[src/hw/rtl/tsd_pkg.sv]
package tsd_pkg;

   // Defaults for the top-level parameters
   localparam int CAL_COUNT_DEF   = 100;
   localparam int SAMPLE_BITS_DEF = 10;

   // Fixed field widths
   localparam int SAMPLE_W  = 10;
   localparam int THRESH_W  = 11;
   localparam int MAG_W     = 11;
   localparam int STEP_W    = 16;
   localparam int CAL_CNT_W = 7;

   localparam logic [THRESH_W-1:0] THRESH_RESET = 11'd30;
   localparam logic [MAG_W-1:0]    MAG_MAX      = '1;
   localparam logic [STEP_W-1:0]   STEP_MAX     = '1;

   // Sample opcodes
   localparam logic OP_CAL    = 1'b0;
   localparam logic OP_DETECT = 1'b1;

   // Step detector phase
   typedef enum logic [1:0] {
      PH_IDLE  = 2'd0,
      PH_ARMED = 2'd1,
      PH_DEAD  = 2'd2
   } phase_type;

   // Item sequencer
   typedef enum logic [2:0] {
      ST_IDLE,
      ST_SQSUM,
      ST_ROOT,
      ST_DIV,
      ST_DONE
   } state_type;

   typedef struct packed {
      logic                op;
      logic [SAMPLE_W-1:0] sample_x;
      logic [SAMPLE_W-1:0] sample_y;
      logic [SAMPLE_W-1:0] sample_z;
   } req_type;

   typedef struct packed {
      logic [MAG_W-1:0]  magnitude;
      logic [STEP_W-1:0] step_count;
      logic [1:0]        detect_phase;
      logic              step_taken;
      logic              calibrated;
   } rsp_type;

endpackage

[src/hw/rtl/tsd_sqsum.sv]
module tsd_sqsum #(
   parameter int CAL_COUNT   = tsd_pkg::CAL_COUNT_DEF,
   parameter int SAMPLE_BITS = tsd_pkg::SAMPLE_BITS_DEF
) (
   input  logic                         clock,
   input  logic                         reset,
   input  logic                         start,
   input  logic [SAMPLE_BITS-1:0]       samp_x,
   input  logic [SAMPLE_BITS-1:0]       samp_y,
   input  logic [SAMPLE_BITS-1:0]       samp_z,
   input  logic [SAMPLE_BITS+6:0]       rest_x,
   input  logic [SAMPLE_BITS+6:0]       rest_y,
   input  logic [SAMPLE_BITS+6:0]       rest_z,
   output logic                         done,
   output logic [2*SAMPLE_BITS+15:0]    sum
);

   localparam int AW = SAMPLE_BITS + 7;
   localparam int SW = 2 * AW + 2;
   localparam logic [2:0] CNT_LAST  = 3'd4;
   localparam logic [2:0] CNT_ACCUM = 3'd2;

   logic                   busy_ff, busy_in;
   logic                   done_ff, done_in;
   logic [2:0]             cnt_ff, cnt_in;
   logic [SAMPLE_BITS-1:0] axis;
   logic [AW-1:0]          rest_sel;
   logic [AW-1:0]          prod;
   logic [AW:0]            diff;
   logic [AW-1:0]          abs_dev;
   logic [AW-1:0]          ad_ff;
   logic [2*AW-1:0]        sq_ff;
   logic [SW-1:0]          sum_ff, sum_in;

   // Pick one axis per cycle and form |N*axis - rest|
   always_comb begin
      unique case (cnt_ff)
         3'd0: begin
            axis     = samp_x;
            rest_sel = rest_x;
         end
         3'd1: begin
            axis     = samp_y;
            rest_sel = rest_y;
         end
         default: begin
            axis     = samp_z;
            rest_sel = rest_z;
         end
      endcase
      prod    = AW'(axis) * AW'(CAL_COUNT);
      diff    = {1'b0, prod} - {1'b0, rest_sel};
      abs_dev = diff[AW] ? AW'(-diff) : diff[AW-1:0];
   end

   // Advance the three-stage deviation, square, accumulate pipe
   always_comb begin
      busy_in = busy_ff;
      cnt_in  = cnt_ff;
      done_in = 1'b0;
      sum_in  = sum_ff;
      if (start) begin
         busy_in = 1'b1;
         cnt_in  = '0;
         sum_in  = '0;
      end else if (busy_ff) begin
         cnt_in = cnt_ff + 3'd1;
         if (cnt_ff >= CNT_ACCUM) begin
            sum_in = sum_ff + SW'(sq_ff);
         end
         if (cnt_ff == CNT_LAST) begin
            busy_in = 1'b0;
            done_in = 1'b1;
         end
      end
   end

   always_ff @(posedge clock) begin
      if (reset) begin
         busy_ff <= 1'b0;
         done_ff <= 1'b0;
         cnt_ff  <= '0;
      end else begin
         busy_ff <= busy_in;
         done_ff <= done_in;
         cnt_ff  <= cnt_in;
      end
   end

   always_ff @(posedge clock) begin
      ad_ff  <= abs_dev;
      sq_ff  <= (2*AW)'(ad_ff) * (2*AW)'(ad_ff);
      sum_ff <= sum_in;
   end

   assign done = done_ff;
   assign sum  = sum_ff;

endmodule

[src/hw/rtl/tsd_isqrt.sv]
module tsd_isqrt #(
   parameter int SAMPLE_BITS = tsd_pkg::SAMPLE_BITS_DEF
) (
   input  logic                      clock,
   input  logic                      reset,
   input  logic                      start,
   input  logic [2*SAMPLE_BITS+15:0] radicand,
   output logic                      done,
   output logic [SAMPLE_BITS+7:0]    root
);

   localparam int SW  = 2 * SAMPLE_BITS + 16;
   localparam int QW  = SAMPLE_BITS + 8;
   localparam int RMW = QW + 3;
   localparam int CW  = $clog2(QW + 1);
   localparam logic [CW-1:0] CNT_LAST = CW'(QW - 1);

   logic           busy_ff, busy_in;
   logic           done_ff, done_in;
   logic [CW-1:0]  cnt_ff, cnt_in;
   logic [SW-1:0]  rad_ff, rad_in;
   logic [RMW-1:0] rem_ff, rem_in;
   logic [QW-1:0]  root_ff, root_in;
   logic [RMW-1:0] rem_sh;
   logic [RMW-1:0] trial;
   logic           fits;

   // Bring in two radicand bits, try 4*root+1, retire one root bit
   always_comb begin
      rem_sh = {rem_ff[RMW-3:0], rad_ff[SW-1:SW-2]};
      trial  = RMW'({root_ff, 2'b01});
      fits   = (rem_sh >= trial);

      busy_in = busy_ff;
      done_in = 1'b0;
      cnt_in  = cnt_ff;
      rad_in  = rad_ff;
      rem_in  = rem_ff;
      root_in = root_ff;
      if (start) begin
         busy_in = 1'b1;
         cnt_in  = '0;
         rad_in  = radicand;
         rem_in  = '0;
         root_in = '0;
      end else if (busy_ff) begin
         rad_in = {rad_ff[SW-3:0], 2'b00};
         if (fits) begin
            rem_in  = rem_sh - trial;
            root_in = {root_ff[QW-2:0], 1'b1};
         end else begin
            rem_in  = rem_sh;
            root_in = {root_ff[QW-2:0], 1'b0};
         end
         cnt_in = cnt_ff + CW'(1);
         if (cnt_ff == CNT_LAST) begin
            busy_in = 1'b0;
            done_in = 1'b1;
         end
      end
   end

   always_ff @(posedge clock) begin
      if (reset) begin
         busy_ff <= 1'b0;
         done_ff <= 1'b0;
      end else begin
         busy_ff <= busy_in;
         done_ff <= done_in;
      end
   end

   always_ff @(posedge clock) begin
      cnt_ff  <= cnt_in;
      rad_ff  <= rad_in;
      rem_ff  <= rem_in;
      root_ff <= root_in;
   end

   assign done = done_ff;
   assign root = root_ff;

endmodule

[src/hw/rtl/tsd_cdiv.sv]
module tsd_cdiv #(
   parameter int DIVISOR = tsd_pkg::CAL_COUNT_DEF,
   parameter int WIDTH   = tsd_pkg::SAMPLE_BITS_DEF + 8
) (
   input  logic             clock,
   input  logic             reset,
   input  logic             start,
   input  logic [WIDTH-1:0] dividend,
   output logic             done,
   output logic [WIDTH-1:0] quotient
);

   localparam int DRW = $clog2(DIVISOR + 1) + 1;
   localparam int CW  = $clog2(WIDTH + 1);
   localparam logic [CW-1:0]  CNT_LAST = CW'(WIDTH - 1);
   localparam logic [DRW-1:0] DIV_VAL  = DRW'(DIVISOR);

   logic             busy_ff, busy_in;
   logic             done_ff, done_in;
   logic [CW-1:0]    cnt_ff, cnt_in;
   logic [WIDTH-1:0] quo_ff, quo_in;
   logic [DRW-2:0]   rem_ff, rem_in;
   logic [DRW-1:0]   rem_sh;
   logic [DRW-1:0]   rem_dif;
   logic             fits;

   // Shift one dividend bit into the remainder, subtract when it fits
   always_comb begin
      rem_sh  = {rem_ff, quo_ff[WIDTH-1]};
      fits    = (rem_sh >= DIV_VAL);
      rem_dif = rem_sh - DIV_VAL;

      busy_in = busy_ff;
      done_in = 1'b0;
      cnt_in  = cnt_ff;
      quo_in  = quo_ff;
      rem_in  = rem_ff;
      if (start) begin
         busy_in = 1'b1;
         cnt_in  = '0;
         quo_in  = dividend;
         rem_in  = '0;
      end else if (busy_ff) begin
         quo_in = {quo_ff[WIDTH-2:0], fits};
         rem_in = fits ? rem_dif[DRW-2:0] : rem_sh[DRW-2:0];
         cnt_in = cnt_ff + CW'(1);
         if (cnt_ff == CNT_LAST) begin
            busy_in = 1'b0;
            done_in = 1'b1;
         end
      end
   end

   always_ff @(posedge clock) begin
      if (reset) begin
         busy_ff <= 1'b0;
         done_ff <= 1'b0;
      end else begin
         busy_ff <= busy_in;
         done_ff <= done_in;
      end
   end

   always_ff @(posedge clock) begin
      cnt_ff <= cnt_in;
      quo_ff <= quo_in;
      rem_ff <= rem_in;
   end

   assign done     = done_ff;
   assign quotient = quo_ff;

endmodule

[src/hw/rtl/threshold_step_detector.sv]
// Three-axis accelerometer step counter. A calibration sample (op 0) adds into per-axis
// sums and, after CAL_COUNT of them, latches those sums as the rest point; its result goes
// through the done state into the result register. A detection sample (op 1) reports the
// floor of its distance from the rest point and steps the idle/armed/dead detector, counting
// a step on the sample after one whose magnitude reaches step_threshold. The squared
// deviations of the three axes pass in turn through one squaring multiplier, then the square
// root and the divide by CAL_COUNT each retire one bit per cycle. One sample is in work at a
// time; the result register lets the next sample enter while a result still waits. The
// threshold register is to be written only while no sample is in work; the block itself
// does not enforce this.
module threshold_step_detector #(
   parameter int CAL_COUNT   = tsd_pkg::CAL_COUNT_DEF,
   parameter int SAMPLE_BITS = tsd_pkg::SAMPLE_BITS_DEF
) (
   input  logic                           clock,
   input  logic                           reset,
   input  logic                           req_valid,
   output logic                           req_stall,
   input  tsd_pkg::req_type               req_data,
   output logic                           rsp_valid,
   input  logic                           rsp_stall,
   output tsd_pkg::rsp_type               rsp_data,
   input  logic                           csr_valid,
   output logic                           csr_ready,
   input  logic [tsd_pkg::THRESH_W-1:0]   csr_data
);

   import tsd_pkg::*;

   localparam int AW  = SAMPLE_BITS + 7;
   localparam int SW  = 2 * AW + 2;
   localparam int QW  = SAMPLE_BITS + 8;
   localparam int SXW = (SAMPLE_BITS > SAMPLE_W) ? SAMPLE_BITS : SAMPLE_W;

   state_type              state_ff, state_in;
   logic [THRESH_W-1:0]    thresh_ff;
   logic                   op_ff;
   logic [SAMPLE_BITS-1:0] samp_x_ff, samp_y_ff, samp_z_ff;
   logic [AW-1:0]          acc_x_ff, acc_y_ff, acc_z_ff;
   logic [AW-1:0]          acc_x_in, acc_y_in, acc_z_in;
   logic [AW-1:0]          rest_x_ff, rest_y_ff, rest_z_ff;
   logic [AW-1:0]          rest_x_in, rest_y_in, rest_z_in;
   logic [CAL_CNT_W-1:0]   cal_cnt_ff, cal_cnt_in;
   logic                   cal_valid_ff, cal_valid_in;
   phase_type              phase_ff, phase_in;
   logic [STEP_W-1:0]      step_ff, step_in;
   logic                   rsp_valid_ff, rsp_valid_in;
   rsp_type                rsp_data_ff, rsp_data_in;

   logic [SXW-1:0]         wide_x, wide_y, wide_z;
   logic [SAMPLE_BITS-1:0] in_x, in_y, in_z;
   logic                   accept;
   logic                   sq_start, root_start, div_start, load_out;
   logic                   sq_done, root_done, div_done;
   logic [SW-1:0]          sq_sum;
   logic [QW-1:0]          root;
   logic [QW-1:0]          quotient;
   logic [MAG_W-1:0]       mag_sat;
   logic [CAL_CNT_W:0]     cal_next;
   logic [AW-1:0]          sum_x, sum_y, sum_z;
   phase_type              det_phase;
   logic [STEP_W-1:0]      det_step;
   logic                   det_taken;

   // Reduce each reading modulo 2^SAMPLE_BITS
   assign wide_x = SXW'(req_data.sample_x);
   assign wide_y = SXW'(req_data.sample_y);
   assign wide_z = SXW'(req_data.sample_z);
   assign in_x   = wide_x[SAMPLE_BITS-1:0];
   assign in_y   = wide_y[SAMPLE_BITS-1:0];
   assign in_z   = wide_z[SAMPLE_BITS-1:0];

   assign accept    = req_valid && !req_stall;
   assign csr_ready = 1'b1;

   // Sequence one sample through the arithmetic units
   always_comb begin
      state_in   = state_ff;
      req_stall  = 1'b1;
      sq_start   = 1'b0;
      root_start = 1'b0;
      div_start  = 1'b0;
      load_out   = 1'b0;
      unique case (state_ff)
         ST_IDLE: begin
            req_stall = 1'b0;
            if (req_valid) begin
               if (req_data.op == OP_DETECT) begin
                  sq_start = 1'b1;
                  state_in = ST_SQSUM;
               end else begin
                  state_in = ST_DONE;
               end
            end
         end
         ST_SQSUM: begin
            if (sq_done) begin
               root_start = 1'b1;
               state_in   = ST_ROOT;
            end
         end
         ST_ROOT: begin
            if (root_done) begin
               div_start = 1'b1;
               state_in  = ST_DIV;
            end
         end
         ST_DIV: begin
            if (div_done) begin
               state_in = ST_DONE;
            end
         end
         ST_DONE: begin
            if (!rsp_valid_ff || !rsp_stall) begin
               load_out = 1'b1;
               state_in = ST_IDLE;
            end
         end
         default: begin
            state_in = ST_IDLE;
         end
      endcase
   end

   // Accumulate calibration samples; latch the rest sums on a full set
   always_comb begin
      cal_next     = {1'b0, cal_cnt_ff} + (CAL_CNT_W+1)'(1);
      sum_x        = acc_x_ff + AW'(in_x);
      sum_y        = acc_y_ff + AW'(in_y);
      sum_z        = acc_z_ff + AW'(in_z);
      acc_x_in     = acc_x_ff;
      acc_y_in     = acc_y_ff;
      acc_z_in     = acc_z_ff;
      rest_x_in    = rest_x_ff;
      rest_y_in    = rest_y_ff;
      rest_z_in    = rest_z_ff;
      cal_cnt_in   = cal_cnt_ff;
      cal_valid_in = cal_valid_ff;
      if (accept && req_data.op == OP_CAL) begin
         if (cal_next >= (CAL_CNT_W+1)'(CAL_COUNT)) begin
            rest_x_in    = sum_x;
            rest_y_in    = sum_y;
            rest_z_in    = sum_z;
            acc_x_in     = '0;
            acc_y_in     = '0;
            acc_z_in     = '0;
            cal_cnt_in   = '0;
            cal_valid_in = 1'b1;
         end else begin
            acc_x_in   = sum_x;
            acc_y_in   = sum_y;
            acc_z_in   = sum_z;
            cal_cnt_in = cal_next[CAL_CNT_W-1:0];
         end
      end
   end

   // Saturate the magnitude and step the detector
   always_comb begin
      mag_sat   = (quotient > QW'(MAG_MAX)) ? MAG_MAX : quotient[MAG_W-1:0];
      det_phase = phase_ff;
      det_step  = step_ff;
      det_taken = 1'b0;
      if (op_ff == OP_DETECT) begin
         unique case (phase_ff)
            PH_IDLE: begin
               if (mag_sat >= thresh_ff) begin
                  det_phase = PH_ARMED;
               end
            end
            PH_ARMED: begin
               if (step_ff != STEP_MAX) begin
                  det_step  = step_ff + STEP_W'(1);
                  det_taken = 1'b1;
               end
               det_phase = PH_DEAD;
            end
            default: begin
               det_phase = PH_IDLE;
            end
         endcase
      end
   end

   // Load the result register; drop it once transferred
   always_comb begin
      phase_in     = phase_ff;
      step_in      = step_ff;
      rsp_valid_in = rsp_valid_ff;
      rsp_data_in  = rsp_data_ff;
      if (rsp_valid_ff && !rsp_stall) begin
         rsp_valid_in = 1'b0;
      end
      if (load_out) begin
         phase_in                 = det_phase;
         step_in                  = det_step;
         rsp_valid_in             = 1'b1;
         rsp_data_in.magnitude    = (op_ff == OP_DETECT) ? mag_sat : '0;
         rsp_data_in.step_count   = det_step;
         rsp_data_in.detect_phase = det_phase;
         rsp_data_in.step_taken   = det_taken;
         rsp_data_in.calibrated   = cal_valid_ff;
      end
   end

   always_ff @(posedge clock) begin
      if (reset) begin
         state_ff     <= ST_IDLE;
         thresh_ff    <= THRESH_RESET;
         acc_x_ff     <= '0;
         acc_y_ff     <= '0;
         acc_z_ff     <= '0;
         rest_x_ff    <= '0;
         rest_y_ff    <= '0;
         rest_z_ff    <= '0;
         cal_cnt_ff   <= '0;
         cal_valid_ff <= 1'b0;
         phase_ff     <= PH_IDLE;
         step_ff      <= '0;
         rsp_valid_ff <= 1'b0;
      end else begin
         state_ff     <= state_in;
         if (csr_valid && csr_ready) begin
            thresh_ff <= csr_data;
         end
         acc_x_ff     <= acc_x_in;
         acc_y_ff     <= acc_y_in;
         acc_z_ff     <= acc_z_in;
         rest_x_ff    <= rest_x_in;
         rest_y_ff    <= rest_y_in;
         rest_z_ff    <= rest_z_in;
         cal_cnt_ff   <= cal_cnt_in;
         cal_valid_ff <= cal_valid_in;
         phase_ff     <= phase_in;
         step_ff      <= step_in;
         rsp_valid_ff <= rsp_valid_in;
      end
   end

   // Hold the accepted sample for the arithmetic units
   always_ff @(posedge clock) begin
      if (accept) begin
         op_ff     <= req_data.op;
         samp_x_ff <= in_x;
         samp_y_ff <= in_y;
         samp_z_ff <= in_z;
      end
      rsp_data_ff <= rsp_data_in;
   end

   tsd_sqsum #(
      .CAL_COUNT   (CAL_COUNT),
      .SAMPLE_BITS (SAMPLE_BITS)
   ) u_sqsum (
      .clock  (clock),
      .reset  (reset),
      .start  (sq_start),
      .samp_x (samp_x_ff),
      .samp_y (samp_y_ff),
      .samp_z (samp_z_ff),
      .rest_x (rest_x_ff),
      .rest_y (rest_y_ff),
      .rest_z (rest_z_ff),
      .done   (sq_done),
      .sum    (sq_sum)
   );

   tsd_isqrt #(
      .SAMPLE_BITS (SAMPLE_BITS)
   ) u_isqrt (
      .clock    (clock),
      .reset    (reset),
      .start    (root_start),
      .radicand (sq_sum),
      .done     (root_done),
      .root     (root)
   );

   tsd_cdiv #(
      .DIVISOR (CAL_COUNT),
      .WIDTH   (QW)
   ) u_cdiv (
      .clock    (clock),
      .reset    (reset),
      .start    (div_start),
      .dividend (root),
      .done     (div_done),
      .quotient (quotient)
   );

   assign rsp_valid = rsp_valid_ff;
   assign rsp_data  = rsp_data_ff;

endmodule

[config.mk]
export PLATFORM = sky130hd
export DESIGN_NAME = threshold_step_detector
export DESIGN_NICKNAME = d
export VERILOG_FILES = /design/src/hw/rtl/tsd_pkg.sv /design/src/hw/rtl/tsd_sqsum.sv /design/src/hw/rtl/tsd_isqrt.sv /design/src/hw/rtl/tsd_cdiv.sv /design/src/hw/rtl/threshold_step_detector.sv
export SDC_FILE = /design/constraint.sdc
export NUM_CORES = 1
export LEC_CHECK = 0
export BUFFER_PORTS_ARGS = -buffer_cell sky130_fd_sc_hd__buf_2
export CORE_MARGIN = 3
export CORE_UTILIZATION = 55
export CTS_CLUSTER_SIZE = 16
export DETAILED_ROUTE_END_ITERATION = 7
export PLACE_DENSITY = 0.77
export SETUP_SLACK_MARGIN = 0.15
export SYNTH_ARGS = -nofsm -noshare
export SYNTH_HDL_FRONTEND = slang
export SYNTH_HIERARCHICAL = 1
export SYNTH_SLANG_ARGS = --single-unit
[constraint.sdc]
create_clock -name clock -period 10.69 [get_ports clock]
set_input_delay 2.138 -clock clock [delete_from_list [all_inputs] [get_ports clock]]
set_output_delay 2.138 -clock clock [all_outputs]
set_load 0.02 [all_outputs]
Word level (Yosys, flattened, before mapping)
Index checks and enable logic that the tools add are counted.

cells by class
  add/sub/neg operators = 13
  multiply operators = 2
  $lt $le $gt $ge = 6
  equality and inequality tests = 15
  muxes and demuxes = 53
  bitwise gates (word level) = 4
  reductions and logical operators = 20

operators by type and width
  kind                                                                     number
  36-bit two-way mux                                                       2
  17-bit two-way mux                                                       4
  17-bit by 10-bit adder with 17-bit output                                3
  16-bit two-way mux                                                       3
  36-bit by 34-bit adder with 36-bit output                                1
  18-bit two-way mux                                                       2
  17-bit by 17-bit multiplier with 34-bit output                           1
  17-bit one-hot mux with 2 select lines                                   1
  1-bit two-way mux                                                        26
  21-bit by 20-bit >= comparator with 1-bit output                         1
  10-bit one-hot mux with 2 select lines                                   1
  19-bit two-way mux                                                       1
  19-bit subtractor                                                        1
  18-bit by 11-bit > comparator with 1-bit output (second input constant)  1
  3-bit two-way mux                                                        6
  17-bit by 17-bit subtractor with 18-bit output                           1
  17-bit negation                                                          1
  16-bit by 1-bit adder with 16-bit output (second input constant)         1
  8-bit by 7-bit >= comparator with 1-bit output (second input constant)   2
  16-bit inequality test (second input constant)                           1
  10-bit by 5-bit multiplier with 15-bit output (second input constant)    1
  3-bit one-hot mux with 5 select lines                                    1
  7-bit two-way mux                                                        2
  11-bit >= comparator                                                     1
  26 further kinds                                                         48

storage, ports and cells
  flip-flop bits (word level) = 409
  bits of input ports = 47
  output and inout port bits = 34

Logic depth before layout (Yosys ltp)
Gate-level depths: netlist (run 1).

  depth after elaboration = 6
  mapped depth = 32
  gate-level depth less buffers = 28

Hierarchy
Netlist (run 1), hierarchy kept.

by module, submodules not included
  module                   times used  cells each  area each (sq um)  sequential area each (sq um)
  tsd_sqsum                1           1647        14430.1            1821.7
  threshold_step_detector  1           1055        9914.5             4724.5
  tsd_isqrt                1           393         4246.6             1961.9
  tsd_cdiv                 1           115         1451.4             820.8

Least setup slack after synthesis (run 1)
Ideal clock, no wire load.

  path type = register to register
  start point = register u_sqsum.ad_ff[14]
  end point = register u_sqsum.sq_ff[32]
  setup time = 72 ps
  arrival time = 6109 ps
  data required time = 10618 ps
  setup slack = 4509 ps
  cell stages (with the launch flop) = 23
  buffers on the path = 2
  clock period less this slack = 6181 ps
  cell sequence = dfxtp_1 -> clkbuf_1 -> clkbuf_1 -> nand2_1 -> inv_1 -> fa_1 -> fa_1 -> fa_1 -> inv_1 -> fa_1 -> fa_1 -> fa_1 -> inv_1 -> ha_1 -> a21o_1 -> a21o_1 -> a21oi_1 -> nor3_1 -> a41o_1 -> o41ai_2 -> o2111ai_1 -> a21oi_1 -> xnor2_1

between the ends
  longest elaborated chain between the ends = 1

ends and longest elaborated chain
  item                                            RTL line         source
  from (decl)                                     tsd_sqsum.sv:31  logic [AW-1:0] ad_ff;
  from (signal assigned)                          tsd_sqsum.sv:91  ad_ff <= abs_dev;
  17-bit by 17-bit multiplier with 34-bit output  tsd_sqsum.sv:92  sq_ff <= (2*AW)'(ad_ff) * (2*AW)'(ad_ff);
  to (signal assigned)                            tsd_sqsum.sv:92
  to (decl)                                       tsd_sqsum.sv:32  logic [2*AW-1:0] sq_ff;

Every way passes these cells.
A chain may end at the register's enable or synchronous reset.

Worst setup path in the final report (run 1)
  start point = register u_sqsum.ad_ff[2]
  end point = register u_sqsum.sq_ff[33]

The elaborated chain is that of the path after synthesis.

==> results.yml, run 1 <==
status:
  status: "finished, final reports clean"
timing:
  fin_ws_ns: 3.93
  worst_pin_slew_ns: 1.20
  drv_slew: 0
  clock_skew_ns: 0.0263
  slew_headroom_pct: 19.6
  tns_ns: 0
  fin_crit_sh_pct: 63.3
  hold_viol: 0
  min_period_ns: 6.76
  rsz0062_at_grt: "no"
  setup_viol: 0
  fmax_mhz: 148
die:
  io_pins: 81
  rows: 85
  start_util_pct: 55.7
  dieArea_um2: 57500
  die_x_um: 240
  die_h_um: 240
  coreArea_um2: 53900
synthesis:
  synth-edff-count: 116
  netlist_instances: 3210
  synth_seq_cells: 408
  synth_top_family_by_area: "adder cells"
  synthSimpleGateAreaFrac_pct: 13.6
  netlist_area_um2: 30000
  synthArstFlopShare_pct: 0
  ys_types: 104
  synth-warning-count: 6
  synth_fp_nets: 3724
  synth_ff_type: "dfxtp_1"
  synth-adder-area-share_pct: 24.5
  synth-xor-area-share_pct: 5.19
  muxShareOfSynthArea_pct: 3.55
  syn_area_per_cell_um2: 9.36
  synth_compound_area_share_pct: 15.4
  yosysSeqAreaShare_pct: 31.1
clocking:
  clock_latency_ns: 0.59
  clock_path_buffers: 3
  clkTransAtPathRegs_ns: 0.06
  holdBufCountCts: 0
  ctsResizeCount: 0
  cts_setup_buffers: 0
  clkSinkCount: 408
  cts_tree: "yes"
  cts_htree_levels: 2
  cts_root_buffer: "clkbuf_16"
  cts_made_buffers: 46
routing:
  ant_nets: 0
  wl_per_cell_um: 16.6
  num_vias: 22500
  drt_wl_total_mm: 65.8
  drt-initial-drc-count: 1362
  dr.pass1.iters: 5
  drc: 0
  routed_via_density: 5.68
cells_and_area:
  nets: 3738
  fillCellCount: 4547
  antennaDiodeCount: 0
  drive_gt1_share_pct: 9.07
  fin_area_um2: 32500
  syn2layout_area_growth_pct: 8.04
worst_hold_path:
  hold_class: "flip-flop to flip-flop"
worst_setup_path:
  start_kind: "flip-flop"
  cp-end-kind: "flip-flop"
  arrival_ns: 7.26
  worstSetupPathType: "flip-flop to flip-flop"
  cp_max_fo: 18
  cp.required_ns: 11.19
placement:
  gp_congestion: 0.882
  post-dp-hpwl_mm: 48.7
  dp_worst_setup_slack_ns: 3.87
  io_buffers: 79
  postPlaceCellArea_um2: 30900
grt:
  grt_start_max_net_pins: 89
  grt_pass1_wl_mm: 109
  grt-ovfl-total: 0
  grt_antenna_before_repair: 0
  track_usage_pct: 23.0
  grt_pass1_vias: 22300
flow_run:
  maxCapViolations: 0
-- stage by stage --
| step | hold slack [ns] | utilization (%) | cells |
|---|---|---|---|
| after global placement | 0.416 | 57.3 | 3872 |
| after detailed placement | 0.423 | 57.3 | 3872 |
| after floorplan | 0.404 | - | 3210 |
| after CTS | 0.437 | 60.2 | 3958 |
| final | 0.437 | 60.2 | 3958 |
| after global routing | 0.464 | 60.2 | 3958 |
-- per-layer routing --
| metal | wire, µm | global-route usage (%) | vias up | part of all wire, % |
|---|---|---|---|---|
| met5 | 0 | 0 | - | 0 |
| met4 | 1970 | 7.57 | 0 | 3.0 |
| met3 | 2810 | 2.73 | 116 | 4.3 |
| met2 | 32700 | 40.6 | 488 | 50 |
| met1 | 28400 | 29.5 | 10800 | 43 |
| li1 | - | - | 11000 | - |
-- registers in the layout (all words and copies together) (netlist names), 11 cells and up --
name / flops
rest_z_ff: 17
rsp_data: 31
u_isqrt/rad_ff: 36
acc_x_ff: 17
u_sqsum/sum: 36
u_isqrt/rem_ff: 19
u_isqrt/root: 18
acc_z_ff: 17
rest_x_ff: 17
thresh_ff: 11
u_sqsum/ad_ff: 17
step_ff: 16
u_sqsum/sq_ff: 33
acc_y_ff: 17
u_cdiv/quotient: 18
rest_y_ff: 17
-- synth_stat cells, types with 61 or more instances --
library cell | count | area share, %
inv_1 | 369 | 4.6
xnor2_1 | 120 | 3.5
nand2_1 | 287 | 3.6
a21oi_1 | 253 | 4.2
ha_1 | 264 | 11
edfxtp_1 | 116 | 12
o21ai_0 | 107 | 1.8
nor2_1 | 200 | 2.5
nand3_1 | 61 | 1.0
fa_1 | 203 | 14
and2_1 | 86 | 1.8
dfxtp_1 | 292 | 19
clkbuf_1 | 99 | 1.2
-- layout make-up --
class                      count  area (µm²)  area share, %
inverter                     372        1410           4.34
tap                          696         871           2.68
multi-input combinational   2299       18800           57.9
clock inverter                28         270          0.833
sequential                   408        9330           28.7
clock buffer                  58        1270           3.91
timing repair buffer          97         533           1.64
-- logic make-up after synthesis --
kind of cell	count (synthesis)
simple gates	846
compound gates	709
buf+inv	503
fa+ha+maj	467
flops	408
xor+xnor	178
mux	98
other cells	1
-- worst max-delay path, stage by stage (launching register included) --
cell and delay (ns):
dfxtp_1 0.75, nand2_1 0.21, fa_1 0.57, inv_1 0.05
fa_1 0.38, fa_1 0.49, inv_1 0.05, fa_1 0.47
fa_1 0.55, inv_1 0.06, fa_1 0.49, ha_1 0.40
a21oi_1 0.19, o21ai_0 0.11, a21oi_1 0.15, o31ai_1 0.14
a221oi_2 0.42, o211ai_1 0.28, a2111oi_2 0.43, o31ai_1 0.14
a21oi_1 0.20, xnor2_1 0.14
-- cell usage in the layout, fill, tap and decap left out, types with 39 or more instances in the layout --
master / instances
a211oi_1: 47
a21o_1: 53
a21oi_1: 252
a31oi_1: 42
and2_1: 85
buf_2: 78
clkbuf_16: 47
dfxtp_1: 292
edfxtp_1: 116
fa_1: 203
ha_1: 264
inv_1: 369
mux2_2: 58
mux2i_1: 39
nand2_1: 287
nand3_1: 61
nor2_1: 199
nor3_1: 39
o21ai_0: 107
xnor2_1: 120
xor2_1: 58
-- worst paths after layout --
check / start / end / slack (ns) / cells after the start
max: u_sqsum/ad_ff[2] / u_sqsum/sq_ff[33] / 3.93 / 21
min: cal_valid_ff / rsp_data[0] / 0.44 / 0
min reg2reg: cal_valid_ff / rsp_data[0] / 0.44 / 0
max reg2reg: u_sqsum/ad_ff[2] / u_sqsum/sq_ff[33] / 3.93 / 21
Power of run 1 is not shown: default switching activity piles up to over one toggle a cycle in this logic, so the estimate is an artifact.
==> inputs of run 2 (changes only) <==
Settings changed: PLACE_DENSITY 0.77 to 0.79.
Clock period 10.69 ns to 5.7 ns, I/O delays scaled along.
==> run 2 against run 1 <==
  * Sequential share of layout area fell by 1.6 points
  * Worst setup slack got worse by 4.0 ns
  * Critical path depth rose by 3
  * The flow now finishes with violations (setup timing)
  * Routed wire length rose by 3.5%
  * Global-route usage rose by 0.64 points
  * Flip-flop and latch count did not move
  * Largest cell class unchanged
  * Critical path type unchanged
==> results.yml, run 2 (same netlist as run 1, synthesis figures left out) <==
worst_setup_path:
  worstSetupPathType: "flip-flop to flip-flop"
  cp_max_fo: 6
  start_kind: "flip-flop"
  arrival_ns: 6.28
  cp-end-kind: "flip-flop"
  r2r_setup_slack_ns: -0.08
  cp.required_ns: 6.21
clocking:
  cts_root_buffer: "clkbuf_16"
  clkSinkCount: 408
  cts_tree: "yes"
  clock_latency_ns: 0.61
  cts_htree_levels: 2
  holdBufCountCts: 0
  clkTransAtPathRegs_ns: 0.06
  clock_path_buffers: 3
  cts_made_buffers: 46
status:
  failed_checks: "setup timing"
  status: "finished, violations left"
routing:
  wl_per_cell_um: 16.5
  routed_via_density: 5.65
  ant_nets: 0
  num_vias: 23300
  drt-initial-drc-count: 1372
  drt_wl_total_mm: 68.1
  drc: 0
  dr.pass1.iters: 5
timing:
  rsz0062_at_grt: "yes"
  fin_ws_ns: -0.0759
  slew_headroom_pct: 29.6
  min_period_ns: 5.78
  worst_pin_slew_ns: 1.05
  drv_slew: 0
  setup_viol: 5
  fmax_mhz: 173
  clock_skew_ns: 0.0416
  fin_crit_sh_pct: 101
  hold_viol: 0
die:
  rows: 85
  die_h_um: 240
  start_util_pct: 55.7
  coreArea_um2: 53900
  dieArea_um2: 57500
  io_pins: 81
  die_x_um: 240
cells_and_area:
  syn2layout_area_growth_pct: 15.0
  final_cell_mix: "inv_1, dfxtp_1, nand2_1, ha_1, a21oi_1"
  finalCoreUtilization_pct: 64.0
  final_common_cell: "inv_1"
  antennaDiodeCount: 0
  drive_gt1_share_pct: 17.7
  nets: 3905
worst_hold_path:
  hold_class: "flip-flop to flip-flop"
grt:
  grt_pass1_vias: 23300
  track_usage_pct: 23.7
  grt-ovfl-total: 0
  grt_pass1_wl_mm: 112
  grt_start_max_net_pins: 77
  grt_antenna_before_repair: 1
flow_run:
  maxCapViolations: 0
placement:
  post-dp-hpwl_mm: 50.5
  io_buffers: 79
  gp_congestion: 0.904
[run 2: critical path: stages (launching register included)]
cell       delay, ns
dfxtp_4         0.37
buf_12          0.14
and2_4          0.15
fa_2            0.57
inv_2           0.05
fa_1            0.52
inv_1           0.05
fa_1            0.45
fa_1            0.49
inv_1           0.05
fa_1            0.45
fa_1            0.50
inv_2           0.04
ha_4            0.21
a21o_1          0.19
a21o_1          0.19
a21oi_2         0.12
o21ai_1         0.09
nand3_1         0.07
o211ai_1        0.13
a2111oi_2       0.32
buf_4           0.18
o31ai_2         0.05
a21oi_1         0.19
xnor2_1         0.13
[run 2: routing by layer]
layer  share of wire (%)  vias to the layer above  global-route usage (%)  wire [µm]
met2                  50                      506                    42.2      34400
li1                    -                    11400                       -          -
met1                  42                    11300                    29.2      28500
met4                 3.5                        2                    8.81       2360
met5               0.019                        -                       0         13
met3                 4.2                      129                    3.20       2880
[run 2: metrics by stage]
step	hold slack, ns	TNS (ns)	cells	instance area [µm²]	setup slack [ns]
detailed placement	0.426	-1.12	4013	32300	-0.320
finish	0.436	-0.270	4124	34500	-0.0759
CTS	0.441	-0.245	4109	34100	-0.0897
global placement	0.420	-0.505	4013	32300	-0.189
global route	0.463	-2.06	4124	34500	-0.367
floorplan	0.389	0	3210	30500	0.0655
[run 2: layout make-up]
| cell class | count | area [µm²] |
|---|---|---|
| multi-input cells | 2299 | 19400 |
| fillers | 4250 | 19400 |
| flip-flops and latches | 408 | 9390 |
| repair buffers | 264 | 1900 |
| inverters | 372 | 1410 |
| clock buffers | 66 | 1300 |
| well taps | 696 | 871 |
| clock inverters | 19 | 268 |
[run 2: timing repair]
item	in CTS	in global routing
pin swaps	35	36
buffers inserted	11	14
resized for setup	76	72
cloned	0	1
setup endpoints to repair	24	29
[run 2: final timing paths]
path | endpoint | from | cells past startpoint
worst min-delay path | rsp_data[0] | cal_valid_ff | 0
worst min register to register | rsp_data[0] | cal_valid_ff | 0
worst max register to register | u_sqsum/sq_ff[33] | u_sqsum/ad_ff[2] | 24
worst max-delay path | u_sqsum/sq_ff[33] | u_sqsum/ad_ff[2] | 24
Power of run 2 is left out for the same reason.
==> inputs of run 3 (changes only) <==
Settings changed: GPL_ROUTABILITY_DRIVEN set to 0, PLACE_DENSITY 0.79 to 0.74, SETUP_SLACK_MARGIN 0.15 to unset.
==> run 3 against run 2 <==
  * Via count rose by 1.8%
  * First-iteration DRC count rose by 4.2%
  * Critical path depth rose by 2
  * The flow still finishes with violations (setup timing)
  * Die area did not move
==> results.yml, run 3 (same netlist as run 1, synthesis figures left out) <==
timing:
  fmax_mhz: 169
  min_period_ns: 5.91
  fin_ws_ns: -0.210
  rsz0062_at_grt: "yes"
  drv_slew: 0
  hold_viol: 0
  slew_headroom_pct: 13.2
  clock_skew_ns: 0.0158
  worst_pin_slew_ns: 1.30
  fin_crit_sh_pct: 104
  setup_viol: 10
worst_setup_path:
  cp_max_fo: 6
  crit_path_start: "u_sqsum/ad_ff[12]"
  arrival_ns: 6.42
  cp.required_ns: 6.21
  start_kind: "flip-flop"
  worstSetupPathType: "flip-flop to flip-flop"
  reg2reg_from: "u_sqsum/ad_ff[12]"
  cp-end-kind: "flip-flop"
routing:
  num_vias: 23700
  drt-initial-drc-count: 1429
  drc: 0
  drt_wl_total_mm: 72.8
  routed_via_density: 5.73
  ant_nets: 0
  dr.pass1.iters: 5
  wl_per_cell_um: 17.6
cells_and_area:
  drive_gt1_share_pct: 17.7
  fillCellCount: 4178
  syn2layout_area_growth_pct: 15.1
  multi_input_comb_area_um2: 19300
  nets: 3916
  final_cell_mix: "inv_1, dfxtp_1, nand2_1, ha_1, a21oi_1"
  regArea_um2: 9390
  fin_area_um2: 34600
  antennaDiodeCount: 0
  final_common_cell: "inv_1"
placement:
  io_buffers: 79
  postPlaceCellArea_um2: 32100
  post-dp-hpwl_mm: 53.3
clocking:
  cts_tree: "yes"
  clkTransAtPathRegs_ns: 0.06
  clock_path_buffers: 3
  clock_latency_ns: 0.59
  cts_root_buffer: "clkbuf_16"
  clkSinkCount: 408
  holdBufCountCts: 0
  cts_made_buffers: 45
  cts_htree_levels: 2
grt:
  grt-ovfl-total: 0
  track_usage_pct: 25.1
  grt_pass1_wl_mm: 119
  grt_start_max_net_pins: 77
  grt_antenna_before_repair: 0
  grt_pass1_vias: 24600
die:
  dieArea_um2: 57500
  start_util_pct: 55.7
  io_pins: 81
  rows: 85
  die_x_um: 240
  coreArea_um2: 53900
  die_h_um: 240
worst_hold_path:
  hold_class: "flip-flop to flip-flop"
  min_from: "cal_valid_ff"
flow_run:
  maxCapViolations: 0
status:
  status: "finished, violations left"
  failed_checks: "setup timing"
run 3: cell count changes in the layout (fill, tap and decap cells not counted), sizes merged:
cell / before / now
clkbuf: 66 / 55
buf: 264 / 276
bufinv: 5 / 7
inv: 372 / 375
clkinv: 13 / 16
clkinvlp: 1 / 3
run 3: layout make-up:
| class | instances | share of cell area (%) |
|---|---|---|
| multi-input cells | 2299 | 55.9 |
| flip-flops and latches | 408 | 27.2 |
| repair buffers | 276 | 5.77 |
| inverters | 372 | 4.09 |
| clock buffers | 55 | 3.46 |
| well taps | 696 | 2.52 |
| clock inverters | 29 | 1.10 |
run 3: through the flow:
| stage | setup slack, ns | setup TNS (ns) | hold WS [ns] | cells | utilization [%] |
|---|---|---|---|---|---|
| finish | -0.210 | -1.21 | 0.433 | 4135 | 64.1 |
| detailed placement | -0.329 | -1.66 | 0.418 | 4001 | 59.6 |
| CTS | -0.168 | -0.676 | 0.433 | 4124 | 63.5 |
| global route | -0.421 | -3.50 | 0.466 | 4135 | 64.1 |
| global placement | -0.223 | -0.938 | 0.417 | 4001 | 59.6 |
| floorplan | 0.00197 | 0 | 0.389 | 3210 | - |
run 3: metal layers:
layer / global-route usage [%] / share of wire, % / up-vias
met5: 0 / 0 / -
met3: 3.40 / 4.8 / 175
met4: 10.6 / 4.1 / 0
li1: - / - / 11400
met2: 45.8 / 51 / 640
met1: 29.7 / 40 / 11500
run 3: timing repair:
action / 4_1_cts / 5_1_grt
endpoints found under the setup margin: 12 / 28
buffers inserted: 41 / 11
gates cloned: 0 / 0
pin swaps: 67 / 40
gates resized for setup: 95 / 64
run 3: critical path: stages (launching register included):
cell     delay, ns
dfxtp_4       0.41
buf_6         0.14
and2_4        0.15
fa_2          0.46
fa_1          0.53
inv_2         0.05
fa_1          0.53
inv_2         0.05
fa_1          0.53
inv_1         0.06
fa_1          0.45
fa_1          0.51
inv_2         0.04
ha_4          0.21
a21o_1        0.18
a21o_1        0.20
a21oi_2       0.14
o21ai_2       0.08
buf_4         0.13
buf_4         0.12
buf_4         0.13
buf_4         0.13
buf_4         0.12
buf_4         0.12
buf_4         0.13
a21oi_2       0.11
xnor2_1       0.13
run 3: path summary, 6_finish.rpt:
kind | endpoint | slack [ns] | depth (start not counted)
setup / recovery | u_sqsum/sq_ff[23] | -0.21 | 26
hold / removal | rsp_data[0] | 0.43 | 0
setup reg to reg | u_sqsum/sq_ff[23] | -0.21 | 26
hold reg to reg | rsp_data[0] | 0.43 | 0
Power of run 3 is left out for the same reason.
